File: src/hw/rtl/b64enc_pkg.sv
// Shared types, constants and the character lookup for the Base64 stream encoder.
// No dependencies; every other file refers to this package by scoped names.
`default_nettype none

package b64enc_pkg;

    // Default depth of the group queue between front and back
    localparam int QueueDepth = 2;

    // ASCII anchors of the standard alphabet
    localparam logic [6:0] PadChar   = 7'd61;  // '='
    localparam logic [6:0] PlusChar  = 7'd43;  // '+'
    localparam logic [6:0] SlashChar = 7'd47;  // '/'
    localparam logic [6:0] UpperBase = 7'd65;  // 'A'
    localparam logic [6:0] LowerOffs = 7'd71;  // 'a' minus 26
    localparam logic [6:0] DigitOffs = 7'd4;   // 52 minus '0'

    // One closed 24-bit group with its padding count and end-of-message flag
    typedef struct packed {
        logic [23:0] word;
        logic [1:0]  pads;
        logic        fin;
    } group_t;

    // Map a 6-bit slice to its alphabet character
    function automatic logic [6:0] enc_char(input logic [5:0] idx);
        logic [6:0] ch;
        case (idx) inside
            [6'd0:6'd25]:  ch = {1'b0, idx} + UpperBase;
            [6'd26:6'd51]: ch = {1'b0, idx} + LowerOffs;
            [6'd52:6'd61]: ch = {1'b0, idx} - DigitOffs;
            6'd62:         ch = PlusChar;
            default:       ch = SlashChar;
        endcase
        return ch;
    endfunction

endpackage

`default_nettype wire

File: src/hw/rtl/b64enc_front.sv
// Front end: takes bytes, gathers them into 24-bit groups and closes a group
// when it is full or the message ends. Depends on b64enc_pkg.
`default_nettype none

module b64enc_front
(
    input  wire logic                clk,
    input  wire logic                rst_n,
    input  wire logic [7:0]          data_byte,
    input  wire logic                last_byte,
    input  wire logic                byte_valid,
    output logic                     byte_ready,
    output logic                     push_valid,
    input  wire logic                push_ready,
    output b64enc_pkg::group_t       push_data
);

    logic [15:0] group_bytes_reg, group_bytes_next;
    logic [1:0]  group_count_reg, group_count_next;
    logic [1:0]  held;
    logic        take;
    logic        close_grp;

    // Stall input while the queue has no room for a closed group
    assign byte_ready = push_ready;
    assign take       = byte_valid && byte_ready;

    // Classify the byte: extend the open group or close it
    always_comb
    begin
        held = (group_count_reg == 2'd3) ? 2'd2 : group_count_reg;
        close_grp = last_byte || (held == 2'd2);

        push_data.fin = last_byte;
        case (held)
            2'd2:
            begin
                push_data.word = {group_bytes_reg, data_byte};
                push_data.pads = 2'd0;
            end
            2'd1:
            begin
                push_data.word = {group_bytes_reg[7:0], data_byte, 8'h00};
                push_data.pads = 2'd1;
            end
            default:
            begin
                push_data.word = {data_byte, 16'h0000};
                push_data.pads = 2'd2;
            end
        endcase

        push_valid = byte_valid && close_grp;

        group_bytes_next = group_bytes_reg;
        group_count_next = group_count_reg;
        if (take)
        begin
            if (close_grp)
            begin
                group_bytes_next = '0;
                group_count_next = '0;
            end
            else
            begin
                group_bytes_next = {group_bytes_reg[7:0], data_byte};
                group_count_next = held + 2'd1;
            end
        end
    end

    // Hold the open group
    always_ff @(posedge clk or negedge rst_n)
    begin
        if (!rst_n)
        begin
            group_bytes_reg <= '0;
            group_count_reg <= '0;
        end
        else
        begin
            group_bytes_reg <= group_bytes_next;
            group_count_reg <= group_count_next;
        end
    end

endmodule

`default_nettype wire

File: src/hw/rtl/b64enc_queue.sv
// Short queue of closed groups between the front and back ends.
// Depends on b64enc_pkg for the group type.
`default_nettype none

module b64enc_queue
#(
    parameter int Depth = b64enc_pkg::QueueDepth
)
(
    input  wire logic                clk,
    input  wire logic                rst_n,
    input  wire logic                push_valid,
    output logic                     push_ready,
    input  wire b64enc_pkg::group_t  push_data,
    output logic                     pop_valid,
    input  wire logic                pop_ready,
    output b64enc_pkg::group_t       pop_data
);

    localparam int PtrW = (Depth > 1) ? $clog2(Depth) : 1;
    localparam int CntW = $clog2(Depth + 1);

    b64enc_pkg::group_t slots [Depth];

    logic [PtrW-1:0] wr_ptr_reg, wr_ptr_next;
    logic [PtrW-1:0] rd_ptr_reg, rd_ptr_next;
    logic [CntW-1:0] count_reg, count_next;
    logic            do_push, do_pop;

    assign push_ready = (count_reg != CntW'(Depth));
    assign pop_valid  = (count_reg != '0);
    assign do_push    = push_valid && push_ready;
    assign do_pop     = pop_valid && pop_ready;
    assign pop_data   = slots[rd_ptr_reg];

    // Advance pointers with wrap and track the fill level
    always_comb
    begin
        wr_ptr_next = wr_ptr_reg;
        rd_ptr_next = rd_ptr_reg;
        if (do_push)
            wr_ptr_next = (wr_ptr_reg == PtrW'(Depth - 1)) ? '0 : wr_ptr_reg + 1'b1;
        if (do_pop)
            rd_ptr_next = (rd_ptr_reg == PtrW'(Depth - 1)) ? '0 : rd_ptr_reg + 1'b1;
        count_next = count_reg;
        if (do_push && !do_pop)
            count_next = count_reg + 1'b1;
        else if (do_pop && !do_push)
            count_next = count_reg - 1'b1;
    end

    always_ff @(posedge clk or negedge rst_n)
    begin
        if (!rst_n)
        begin
            wr_ptr_reg <= '0;
            rd_ptr_reg <= '0;
            count_reg  <= '0;
        end
        else
        begin
            wr_ptr_reg <= wr_ptr_next;
            rd_ptr_reg <= rd_ptr_next;
            count_reg  <= count_next;
        end
    end

    // Store the pushed group
    always_ff @(posedge clk)
    begin
        if (do_push)
            slots[wr_ptr_reg] <= push_data;
    end

endmodule

`default_nettype wire

File: src/hw/rtl/b64enc_back.sv
// Back end: takes one closed group at a time and emits its four characters,
// one per cycle while char_ready is high, through an output register. Depends on b64enc_pkg.
`default_nettype none

module b64enc_back
(
    input  wire logic                clk,
    input  wire logic                rst_n,
    input  wire logic                pop_valid,
    output logic                     pop_ready,
    input  wire b64enc_pkg::group_t  pop_data,
    output logic [6:0]               b64_char,
    output logic                     last_char,
    output logic                     char_valid,
    input  wire logic                char_ready
);

    b64enc_pkg::group_t grp_reg, grp_next;
    logic        have_reg, have_next;
    logic [1:0]  slot_reg, slot_next;
    logic [6:0]  char_reg, char_next;
    logic        last_reg, last_next;
    logic        valid_reg, valid_next;
    logic        out_free, step, done_grp, load;
    logic [5:0]  slice;
    logic        is_pad;

    assign out_free  = !valid_reg || char_ready;
    assign step      = have_reg && out_free;
    assign done_grp  = step && (slot_reg == 2'd3);
    assign pop_ready = !have_reg || done_grp;
    assign load      = pop_valid && pop_ready;

    assign b64_char   = char_reg;
    assign last_char  = last_reg;
    assign char_valid = valid_reg;

    // Pick the slice for the current slot and decide padding
    always_comb
    begin
        case (slot_reg)
            2'd0:    slice = grp_reg.word[23:18];
            2'd1:    slice = grp_reg.word[17:12];
            2'd2:    slice = grp_reg.word[11:6];
            default: slice = grp_reg.word[5:0];
        endcase
        is_pad = ({1'b0, slot_reg} + {1'b0, grp_reg.pads}) >= 3'd4;
    end

    // Advance through the group and refill from the queue
    always_comb
    begin
        grp_next   = grp_reg;
        have_next  = have_reg;
        slot_next  = slot_reg;
        char_next  = char_reg;
        last_next  = last_reg;
        valid_next = valid_reg;

        if (char_ready)
            valid_next = 1'b0;

        if (step)
        begin
            char_next  = is_pad ? b64enc_pkg::PadChar : b64enc_pkg::enc_char(slice);
            last_next  = grp_reg.fin && (slot_reg == 2'd3);
            valid_next = 1'b1;
            slot_next  = slot_reg + 2'd1;
            if (done_grp)
                have_next = 1'b0;
        end

        if (load)
        begin
            grp_next  = pop_data;
            have_next = 1'b1;
            slot_next = 2'd0;
        end
    end

    always_ff @(posedge clk or negedge rst_n)
    begin
        if (!rst_n)
        begin
            have_reg  <= 1'b0;
            slot_reg  <= '0;
            valid_reg <= 1'b0;
        end
        else
        begin
            have_reg  <= have_next;
            slot_reg  <= slot_next;
            valid_reg <= valid_next;
        end
    end

    // Payload registers
    always_ff @(posedge clk)
    begin
        grp_reg  <= grp_next;
        char_reg <= char_next;
        last_reg <= last_next;
    end

endmodule

`default_nettype wire

File: src/hw/rtl/base64_stream_encoder_core.sv
// Top level of the Base64 stream encoder: front end, group queue, back end.
// Depends on b64enc_pkg, b64enc_front, b64enc_queue and b64enc_back.
//
// Bytes enter one per cycle on data_byte/last_byte while byte_ready is high;
// characters of the standard alphabet, with '=' padding, leave one per cycle
// on b64_char while char_ready is high, and last_char marks the final
// character of each message. Every closed group yields exactly four
// characters, a partial group at the end of a message included, and the back
// end emits them at one per cycle while char_ready is high, so the output
// carries four characters for every three bytes of a full group.
// The group queue (QueueDepth entries) lets the front end take bytes while
// the back end still serializes earlier groups; input stalls only while the
// queue is full. The group that a byte closes passes through a queue slot, the
// back end's group register and the output register.
`default_nettype none

module base64_stream_encoder_core
#(
    parameter int QueueDepth = b64enc_pkg::QueueDepth
)
(
    input  wire logic        clk,
    input  wire logic        rst_n,
    input  wire logic [7:0]  data_byte,
    input  wire logic        last_byte,
    input  wire logic        byte_valid,
    output logic             byte_ready,
    output logic [6:0]       b64_char,
    output logic             last_char,
    output logic             char_valid,
    input  wire logic        char_ready
);

    b64enc_pkg::group_t push_data, pop_data;
    logic push_valid, push_ready, pop_valid, pop_ready;

    b64enc_front u_front
    (
        .clk        (clk),
        .rst_n      (rst_n),
        .data_byte  (data_byte),
        .last_byte  (last_byte),
        .byte_valid (byte_valid),
        .byte_ready (byte_ready),
        .push_valid (push_valid),
        .push_ready (push_ready),
        .push_data  (push_data)
    );

    b64enc_queue #(.Depth(QueueDepth)) u_queue
    (
        .clk        (clk),
        .rst_n      (rst_n),
        .push_valid (push_valid),
        .push_ready (push_ready),
        .push_data  (push_data),
        .pop_valid  (pop_valid),
        .pop_ready  (pop_ready),
        .pop_data   (pop_data)
    );

    b64enc_back u_back
    (
        .clk        (clk),
        .rst_n      (rst_n),
        .pop_valid  (pop_valid),
        .pop_ready  (pop_ready),
        .pop_data   (pop_data),
        .b64_char   (b64_char),
        .last_char  (last_char),
        .char_valid (char_valid),
        .char_ready (char_ready)
    );

endmodule

`default_nettype wire

File: config.mk
export PLATFORM = sky130hd
export DESIGN_NAME = base64_stream_encoder_core
export DESIGN_NICKNAME = d
export VERILOG_FILES = /design/src/hw/rtl/b64enc_pkg.sv /design/src/hw/rtl/b64enc_front.sv /design/src/hw/rtl/b64enc_queue.sv /design/src/hw/rtl/b64enc_back.sv /design/src/hw/rtl/base64_stream_encoder_core.sv
export SDC_FILE = /design/constraint.sdc
export NUM_CORES = 1
export LEC_CHECK = 0
export BUFFER_PORTS_ARGS = -buffer_cell sky130_fd_sc_hd__buf_2
export CORE_UTILIZATION = 55
export CTS_CLUSTER_SIZE = 8
export DETAILED_ROUTE_END_ITERATION = 10
export PLACE_DENSITY = 0.78
export SLEW_MARGIN = 20
export SYNTH_ARGS = -nofsm -noshare
export SYNTH_HDL_FRONTEND = slang
export SYNTH_SLANG_ARGS = --single-unit
File: constraint.sdc
create_clock -name clk -period 2.9 [get_ports clk]
set_input_delay 0.29 -clock clk [delete_from_list [all_inputs] [get_ports clk]]
set_output_delay 0.29 -clock clk [all_outputs]
set_load 0.005 [all_outputs]
* Word-level counts from Yosys, hierarchy flattened
Memory sizes are Yosys's and may differ from the RTL's. A register that Yosys moved wholly into a read port is not among the register bits. Cells that the tools add are included.
Operators by class: $add $sub $neg 10, $lt $le $gt $ge 7, equal/unequal tests 8, multiplexer cells 22, reduce and logical (&&, ||, !) cells 26
Operators by type and width (count):
- 26-bit case mux with 2 select lines | 1
- 7-bit two-way mux | 3
- 6-bit case mux with 3 select lines | 1
- 16-bit two-way mux | 1
- 6-bit by 7-bit adder with 7-bit output (second input constant) | 2
- 6-bit <= comparator (second input constant) | 2
- 1-bit logical AND | 12
- 2-bit two-way mux | 6
- 2-bit nonzero test | 5
- 1-bit two-way mux | 9
- 2-bit equality test (second input constant) | 4
- 6-bit by 3-bit subtractor with 7-bit output (second input constant) | 1
- 2-bit by 1-bit adder with 2-bit output (second input constant) | 3
- 6-bit equality test (second input constant) | 1
- 6-bit by 1-bit greater-or-equal comparator with 1-bit output (second input constant) | 1
- 6-bit by 5-bit greater-or-equal comparator with 1-bit output (second input constant) | 1
- 6-bit greater-or-equal comparator (second input constant) | 1
- 6-bit by 5-bit <= comparator with 1-bit output (second input constant) | 1
- 2-bit by 1-bit equality test with 1-bit output (second input constant) | 2
- 1-bit zero test | 4
- 2-bit by 2-bit adder with 3-bit output | 1
- 3-bit greater-or-equal comparator (second input constant) | 1
- 1-bit logical OR | 3
- 3-bit two-way mux | 1
- 5 further kinds | 6
Word-level totals: bits in registers 34, memory bits (writable) 54, bits of input ports 13, output and inout port bits 10, word-level logic and storage cells 84, memories kept 1
Memory list:
- u_queue.slots | words 2, width 27, read ports 1, clocked after Yosys merged registers in 1, write ports 1, line b64enc_queue.sv:23 | b64enc_pkg::group_t slots [Depth];

* Logic depth before layout (Yosys ltp)
Gate-level depths: netlist of run 1.
depth in word-level cells 10, mapped depth 11, gate-level depth less buffers 11

* Modules after synthesis
A second synthesis of run 1 with hierarchy kept.
Unflattened totals: cells, all modules 339, area total of the unflattened synthesis 5111.2 um^2
Modules (own cells, without submodules):
- b64enc_queue | instances 1, cells an instance 102, area an instance 2242.2 um^2, seq. area each 1721.7 um^2
- b64enc_back | instances 1, cells an instance 142, area an instance 1850.5 um^2, seq. area each 1151.1 um^2
- b64enc_front | instances 1, cells an instance 95, area an instance 1018.5 um^2, seq. area each 450.4 um^2

* Worst setup path after synthesis of run 1
No wires, ideal clock.
path type reg-to-reg, from reg u_queue.count_reg[0], to mem u_queue.slots[0][0] (netlist bit) (enable), library setup time 0.445 ns, arrival time 2.757 ns, required time 2.455 ns, setup slack -0.301 ns, cell stages (with the launch flop) 5, buffers on the path 1, clock period less this slack 3.201 ns, cells stage by stage dfrtp_1 -> nand2b_1 -> nand2_1 -> clkbuf_1 -> nor3_1
Between the ends: longest elaborated chain between the ends 4
Ends and longest elaborated chain:
- start, declared | line b64enc_queue.sv:27 | logic [CntW-1:0] count_reg, count_next;
- start signal, assigned | line b64enc_queue.sv:64 | count_reg <= count_next;
- 2-bit inequality test | line b64enc_queue.sv:30 | assign push_ready = (count_reg != CntW'(Depth));
- via byte_ready | line base64_stream_encoder_core.sv:27 | output logic byte_ready,
- 1-bit logical AND | line b64enc_queue.sv:32 | assign do_push = push_valid && push_ready;
- 1-bit two-way mux | line b64enc_queue.sv:71 | if (do_push)
- 1-bit two-way mux (implied by the code) | line b64enc_queue.sv:72 | slots[wr_ptr_reg] <= push_data;
- end, declared | line b64enc_queue.sv:23
The timed path passes the listed nets, and every way through them passes these cells.

* Final worst setup path of run 1
from reg u_back.slot_reg[0], to reg u_back.char_reg[0] (netlist: u_back.b64_char[0]) (data pin)
Between the ends: longest elaborated chain between the ends 7, elaborated cells between the ends (all ways) 21, classes of those cells 4 x add/sub; 7 x order compare; 2 x eq/ne; 4 x mux; 4 x reduce/logical
Ends and longest elaborated chain:
- start, declared | line b64enc_back.sv:20 | logic [1:0] slot_reg, slot_next;
- start signal, assigned | line b64enc_back.sv:92 | slot_reg <= slot_next;
- 2-bit equality test, or another cell as far along | line b64enc_back.sv:41 | case (slot_reg)
- 6-bit case mux with 3 select lines | line b64enc_back.sv:41
- 6-bit greater-or-equal comparator (implied by the code) / 6-bit <= comparator (equally long branches) | line b64enc_back.sv:65 | char_next = is_pad ? b64enc_pkg::PadChar : b64enc_pkg::enc_char(slice);
- 1-bit logical AND (implied by the code) | line b64enc_back.sv:65
- 7-bit two-way mux (3 in a row) | line b64enc_pkg.sv:28 | case (idx) inside
- end signal, assigned | line b64enc_back.sv:101 | char_reg <= char_next;
- end, declared | line b64enc_back.sv:21 | logic [6:0] char_reg, char_next;
Several ways; a longest one is shown, not always the timed one. A chain may end at the register's enable or synchronous reset.

==> results.yml, run 1 <==
status:
  status: "finished with violations"
  violations: "design-rule violations"
power_and_ir_drop:
  ir_drop_mv: 0.620
  seq_power_share_pct: 36.5
  p_leak_uw: 0.00233
  intPower_uw: 4860
  power_density_nw_per_um2: 1210
  switching_share_pct: 33.3
  p_total_uw: 7290
  p_comb_share_pct: 35.5
  p_switching_uw: 2430
  clkPwrFrac_pct: 27.9
synth:
  ys_seq_elements: 115
  synth_top_cell_by_area: "edfxtp_1"
  netlist_area_sq_um: 5060
  ys.flop_type: "edfxtp_1"
  ys_types: 52
  synth_top_area_share_pct: 52.8
  yosysWarnings: 0
  synth.area.top_cells: "edfxtp_1 (53%), dfrtp_1 (13%), mux2_2 (6.4%)"
  ys_top_cells_by_count: "edfxtp_1 (89), nand2_1 (36), mux2_2 (29)"
  synth_cells: 358
  synth_edf_count: 89
  avgSynthCellArea_sq_um: 14.1
  ys_async_sr_fraction_pct: 22.6
  ys_seq_area_share_pct: 65.6
  syn_nets: 384
  yosysMostFrequentCell: "edfxtp_1"
timing:
  fmax_ghz: 0.357
  finalSetupViolCount: 0
  period_share_pct: 96.5
  worstMarginPinSlew_ns: 0.843
  fin_crit_ns: 2.80
  setup-tns-final_ns: 0
  hold_violations: 0
  maxSlewHeadroom_pct: 43.8
  clock_skew_ns: 0.00943
  drv_slew: 0
  worst_slack_ns: 0.101
clocking:
  cts_root_buf: "clkbuf_8"
  cts_sinks: 115
  clock_latency_ns: 0.52
  cts_tree: "built"
  htree_levels: 4
  cts_buffers: 17
  clkTransAtPathRegs_ns: 0.06
  cts_buffer_depth: 2
setup_path:
  start_kind: "register"
  cpMostUsedCell: "ha_1"
  cpPeakStageDelay_ns: 0.43
  path_max_fanout: 5
  critPathArrivalTime_ns: 3.06
  criticalPathCategory: "register to register"
  crit_path_top_delay_cell: "a222oi_1"
  worst_ep_required_time_ns: 3.16
  critical_path.cell_chain: "inv_1, ha_1, a222oi_1, mux2_2, ha_1, a2bb2oi_2, a31oi_2, a22o_2, a311o_1"
  endpoint_kind: "register"
finish:
  drive_gt1_share_pct: 28.6
  num_antenna_cells: 0
  largest_reg_flops: 54
  syn2layout_area_growth_pct: 19.3
  fin_cells: 528
  finalNetCount: 433
place:
  port_buffers: 22
  dp_hpwl_um: 5960
  place_congestion: 0.861
  pre_cts_ws_ns: 0.0661
  dp.cells: 493
routing:
  totalWireLength_um: 9370
  routedWlPerCell_um: 17.7
  drtIter0Drc: 182
  num_vias: 2988
  first_pass_iters: 7
  ant_nets: 0
  drc: 2
  vias_per_cell: 5.66
floorplan:
  core-area_sq_um: 8810
  start_util_pct: 57.5
  die_height_um: 98.0
  dieArea_sq_um: 9590
  rows: 34
  boundaryPins: 23
  die_w_um: 98.0
min_path:
  worstHoldPathType: "input pin to register"
global_route:
  grt.total_usage_pct: 20.9
  grt-ovfl-total: 0
  grt_start_max_net_pins: 45
  first_global_vias: 3006
  antenna_found_initial: 0
  grt_first_pass_wirelength_um: 14900
run:
  maxCapViolCount: 0
==> power groups by stage <==
stage                     sequential (uW)  clock, uW  combinational, uW
after CTS                            2660       2060               2540
after global routing                 2700       2140               2830
final                                2660       2040               2590
after detailed placement             2690          0               2500
after global placement               2660          0               2440
after floorplan                      2600          0               1830
==> path summary, 6_finish.rpt <==
check,from,endpoint,slack (ns),depth (start not counted)
setup / recovery,u_back.slot_reg[0],u_back.b64_char[0],0.10,9
hold / removal,data_byte[1],u_front.group_bytes_reg[1],0.04,2
setup reg to reg,u_back.slot_reg[0],u_back.b64_char[0],0.10,9
hold reg to reg,u_front.group_bytes_reg[11],u_front.group_bytes_reg[11],0.51,1
max in group asynchronous,rst_n,u_front.group_bytes_reg[2],2.18,2
min in group asynchronous,rst_n,u_back.char_valid,0.32,2
==> kinds of logic after synthesis <==
group | count (synthesis) | share of synthesized area, %
mux | 41 | 8.97
fa+ha+maj | 13 | 3.21
flops | 115 | 65.6
compound gates | 74 | 10.9
simple gates | 78 | 7.54
xor+xnor | 9 | 1.56
buf+inv | 28 | 2.22
==> cell usage in the layout, fill, tap and decap left out, types with 3 or more instances in the layout <==
cell       count
a21oi_1        5
a222oi_1       5
a22o_1        16
and2_1        10
buf_2         22
buf_4         21
clkbuf_16     17
clkinv_2       3
clkinv_4       4
dfrtp_1       26
edfxtp_1      89
ha_1          13
inv_1         13
inv_6          3
mux2_2        29
mux2i_1       10
nand2_1       36
nand2b_1       5
nand3_1        3
nor2_1        10
o21ai_0       20
o31ai_1        3
xnor2_1        3
xor2_1         6
==> metrics by stage <==
step	utilization [%]	hold slack [ns]	instance area (sq um)
6_report	68.6	0.0439	6040
5_1_grt	68.6	0.0414	6040
4_1_cts	68.4	0.0244	6020
3_5_place_dp	61.5	0.331	5420
3_3_place_gp	61.5	0.317	5420
2_1_floorplan	-	-0.00559	5080
==> routing by layer <==
layer / wire length [um] / global-route usage [%] / part of all wire, % / vias up
met3: 369 / 6.44 / 3.9 / 24
met1: 4080 / 25.4 / 44 / 1436
li1: - / - / - / 1453
met2: 4640 / 34.3 / 50 / 75
met4: 273 / 9.91 / 2.9 / 0
met5: 0 / 0 / 0 / -
==> layout make-up <==
cell class	count	area, sq um
repair buffers	45	288
fillers	574	2760
inverters	13	48.8
multi-input cells	215	1660
clock inverters	14	149
well taps	108	135
clock buffers	18	439
flip-flops and latches	115	3320
==> worst max-delay path: cells and delay by family (launching register included) <==
family	cells	cell delay, ns
AOI/OAI and AO/OA	5	1.39
adders and majority gates	2	0.47
DFF	1	0.34
muxes	1	0.27
buffers and inverters	1	0.08
==> timing repair <==
item / 4_1_cts / 5_1_grt
setup buffers: 0 / 1
endpoints found under the setup margin: 0 / 6
resized for setup: 0 / 2
hold buffers: 2 / 0
endpoints found under the hold margin: 28 / 0
Power figures use the tool's default switching activity.
==> inputs of run 2 (changes only) <==
SYNTH_HIERARCHICAL = 1   (was unset)
==> run 2 against run 1 <==
Net effect: the run now ends clean; wire length down 6.7%; final area shrank 0.81%; die area is 0.92% higher; critical path type unchanged; critical endpoint is now u_back/b64_char[2]; largest cell class unchanged.
==> results.yml, run 2 <==
finish:
  mostFrequentLayoutCells: "edfxtp_1 (89), dfrtp_1 (26), buf_4 (23)"
  stdcell_area_sq_um: 5990
  finalNetCount: 412
  drive_gt1_share_pct: 30.8
  largest_reg_flops: 54
  layout_commonest_cell: "edfxtp_1"
  fill_cells: 614
  syn2layout_area_growth_pct: 17.3
  num_antenna_cells: 0
synth:
  yosysWarnings: 6
  synth_edf_count: 89
  synth_cells: 339
  ys_async_sr_fraction_pct: 22.6
  ys_types: 45
  avgSynthCellArea_sq_um: 15.1
  ys.flop_type: "edfxtp_1"
  synth.area.top_cells: "edfxtp_1 (52%), dfrtp_1 (13%), mux2_4 (5.6%)"
  synth_top_cell_by_area: "edfxtp_1"
  ys_seq_elements: 115
  synth_top_area_share_pct: 52.3
  syn_nets: 364
  ys_seq_area_share_pct: 65.0
  ys_top_cells_by_count: "edfxtp_1 (89), dfrtp_1 (26), nand2_1 (21)"
  netlist_area_sq_um: 5110
  yosysMostFrequentCell: "edfxtp_1"
clocking:
  cts_buffer_depth: 2
  cts_buffers: 17
  clock_latency_ns: 0.51
  cts_root_buf: "clkbuf_8"
  clkTransAtPathRegs_ns: 0.06
  cts_sinks: 115
  cts_tree: "built"
  htree_levels: 4
setup_path:
  criticalPathCategory: "register to register"
  path_max_fanout: 6
  endpoint_kind: "register"
  critPathArrivalTime_ns: 2.97
  rr_endpoint: "u_back/b64_char[2]"
  reg2regPathDepth: 10
  r2r_slack_ns: 0.16
  start_kind: "register"
  r2r_start: "u_back/slot_reg[1]"
  worst_ep_required_time_ns: 3.13
place:
  place_congestion: 0.837
  port_buffers: 22
  placed_cell_area_sq_um: 5350
  dp_hpwl_um: 5670
floorplan:
  dieArea_sq_um: 9680
  die_height_um: 98.4
  die_w_um: 98.4
  rows: 34
  start_util_pct: 57.8
  core-area_sq_um: 8850
  boundaryPins: 23
global_route:
  antenna_found_initial: 0
  grt_first_pass_wirelength_um: 14200
  grt.total_usage_pct: 19.7
  grt-ovfl-total: 0
  grt_start_max_net_pins: 34
  first_global_vias: 2903
status:
  status: "finished, final reports clean"
routing:
  num_vias: 2914
  totalWireLength_um: 8730
  drtIter0Drc: 138
  first_pass_iters: 5
  vias_per_cell: 5.74
  drc: 0
  ant_nets: 0
  routedWlPerCell_um: 17.2
timing:
  grt_setup_unrepaired: "no"
  finalSetupViolCount: 0
  drv_slew: 0
  maxSlewHeadroom_pct: 53.1
  hold_violations: 0
  worstMarginPinSlew_ns: 0.702
  fmax_ghz: 0.365
  clock_skew_ns: 0.00826
  fin_crit_ns: 2.74
  period_share_pct: 94.6
  setup-tns-final_ns: 0
power_and_ir_drop:
  seq_power_share_pct: 36.3
  intPower_uw: 4900
  switching_share_pct: 31.8
  p_switching_uw: 2290
  ir_drop_mv: 0.619
  power_density_nw_per_um2: 1200
  clkPwrFrac_pct: 27.1
  p_leak_uw: 0.00236
  p_comb_share_pct: 36.6
min_path:
  worstHoldPathType: "input pin to register"
  min_to: "u_front/group_count_reg[1]"
  hold_depth: 2
  holdCritStartpoint: "last_byte"
run:
  maxCapViolCount: 0
[run 2: changes by cell type after synthesis, sizes merged, moves of 3 or more]
cell | previous run | this run
a21oi | 7 | 4
a22o | 17 | 24
buf | 3 | 15
clkbuf | 12 | 2
nand2 | 36 | 21
nand3 | 3 | 7
o21ai | 21 | 16
o31ai | 3 | 0
xnor2 | 3 | 6
[run 2: critical path, stage by stage, from the launching register on]
cell	delay, ns
dfrtp_1	0.36
inv_1	0.08
ha_2	0.19
a222oi_1	0.40
mux2i_2	0.19
ha_2	0.22
nor2b_1	0.14
or3_1	0.33
a22o_4	0.30
o211ai_1	0.16
o211ai_1	0.10
[run 2: worst max-delay path by stage]
stage,from,slack (ns),endpoint
5_1_grt,u_back/slot_reg[0],0.03,u_back/b64_char[2]
4_1_cts,u_back/slot_reg[0],0.04,u_back/b64_char[4]
6_report,u_back/slot_reg[1],0.16,u_back/b64_char[2]
3_5_place_dp,u_back/slot_reg[0],0.006,u_back/b64_char[2]
2_1_floorplan,u_back/slot_reg[0],0.11,u_back/b64_char[2]
3_3_place_gp,u_back/slot_reg[0],0.13,u_back/b64_char[2]
[run 2: layout make-up]
cell class | count | area (sq um) | area share [%]
Sequential cell | 115 | 3320 | 55.4
Timing Repair Buffer | 46 | 293 | 4.88
Multi-Input combinational cell | 193 | 1620 | 27.1
Tap cell | 108 | 135 | 2.25
Clock buffer | 20 | 435 | 7.26
Clock inverter | 12 | 133 | 2.21
Inverter | 14 | 52.6 | 0.877
[run 2: logic make-up after synthesis]
logic type | Yosys count | share of synthesized area (%)
AO/OA/AOI/OAI | 63 | 9.55
adder cells (fa/ha/maj) | 12 | 2.94
XOR/XNOR | 10 | 1.71
flip-flops | 115 | 65.0
AND/OR/NAND/NOR | 66 | 6.51
multiplexers | 42 | 10.3
buffers and inverters | 31 | 3.94
[run 2: layer usage]
metal	up-vias	routed length [um]	GRT usage, %
met5	-	0	0
met3	16	322	4.87
met4	0	191	10.4
met1	1449	3680	23.6
li1	1380	-	-
met2	69	4550	33.1
[run 2: metrics by stage]
| step | total power, uW | hold slack [ns] | setup WS (ns) | cells | utilization (%) |
|---|---|---|---|---|---|
| floorplan | 4490 | -0.00559 | 0.114 | 339 | - |
| global placement | 4980 | 0.321 | 0.128 | 470 | 60.4 |
| detailed placement | 5070 | 0.328 | 0.00582 | 470 | 60.4 |
| global route | 7580 | 0.0247 | 0.0266 | 508 | 67.7 |
| CTS | 7090 | 0.0134 | 0.0366 | 505 | 67.2 |
| finish | 7190 | 0.0312 | 0.157 | 508 | 67.7 |
[run 2: power by group through the flow]
stage | Sequential (uW) | Clock (uW) | Combinational [uW]
2_1_floorplan | 2600 | 0 | 1890
6_report | 2610 | 1950 | 2630
4_1_cts | 2610 | 1980 | 2510
3_5_place_dp | 2640 | 0 | 2440
3_3_place_gp | 2610 | 0 | 2370
5_1_grt | 2650 | 2060 | 2870
[run 2: what timing repair did]
item,4_1_cts,5_1_grt
setup buffers,2,3
gates resized for setup,1,11
pin swaps,0,4
endpoints found under the hold margin,26,0
hold buffers,1,0
endpoints found under the setup margin,1,7
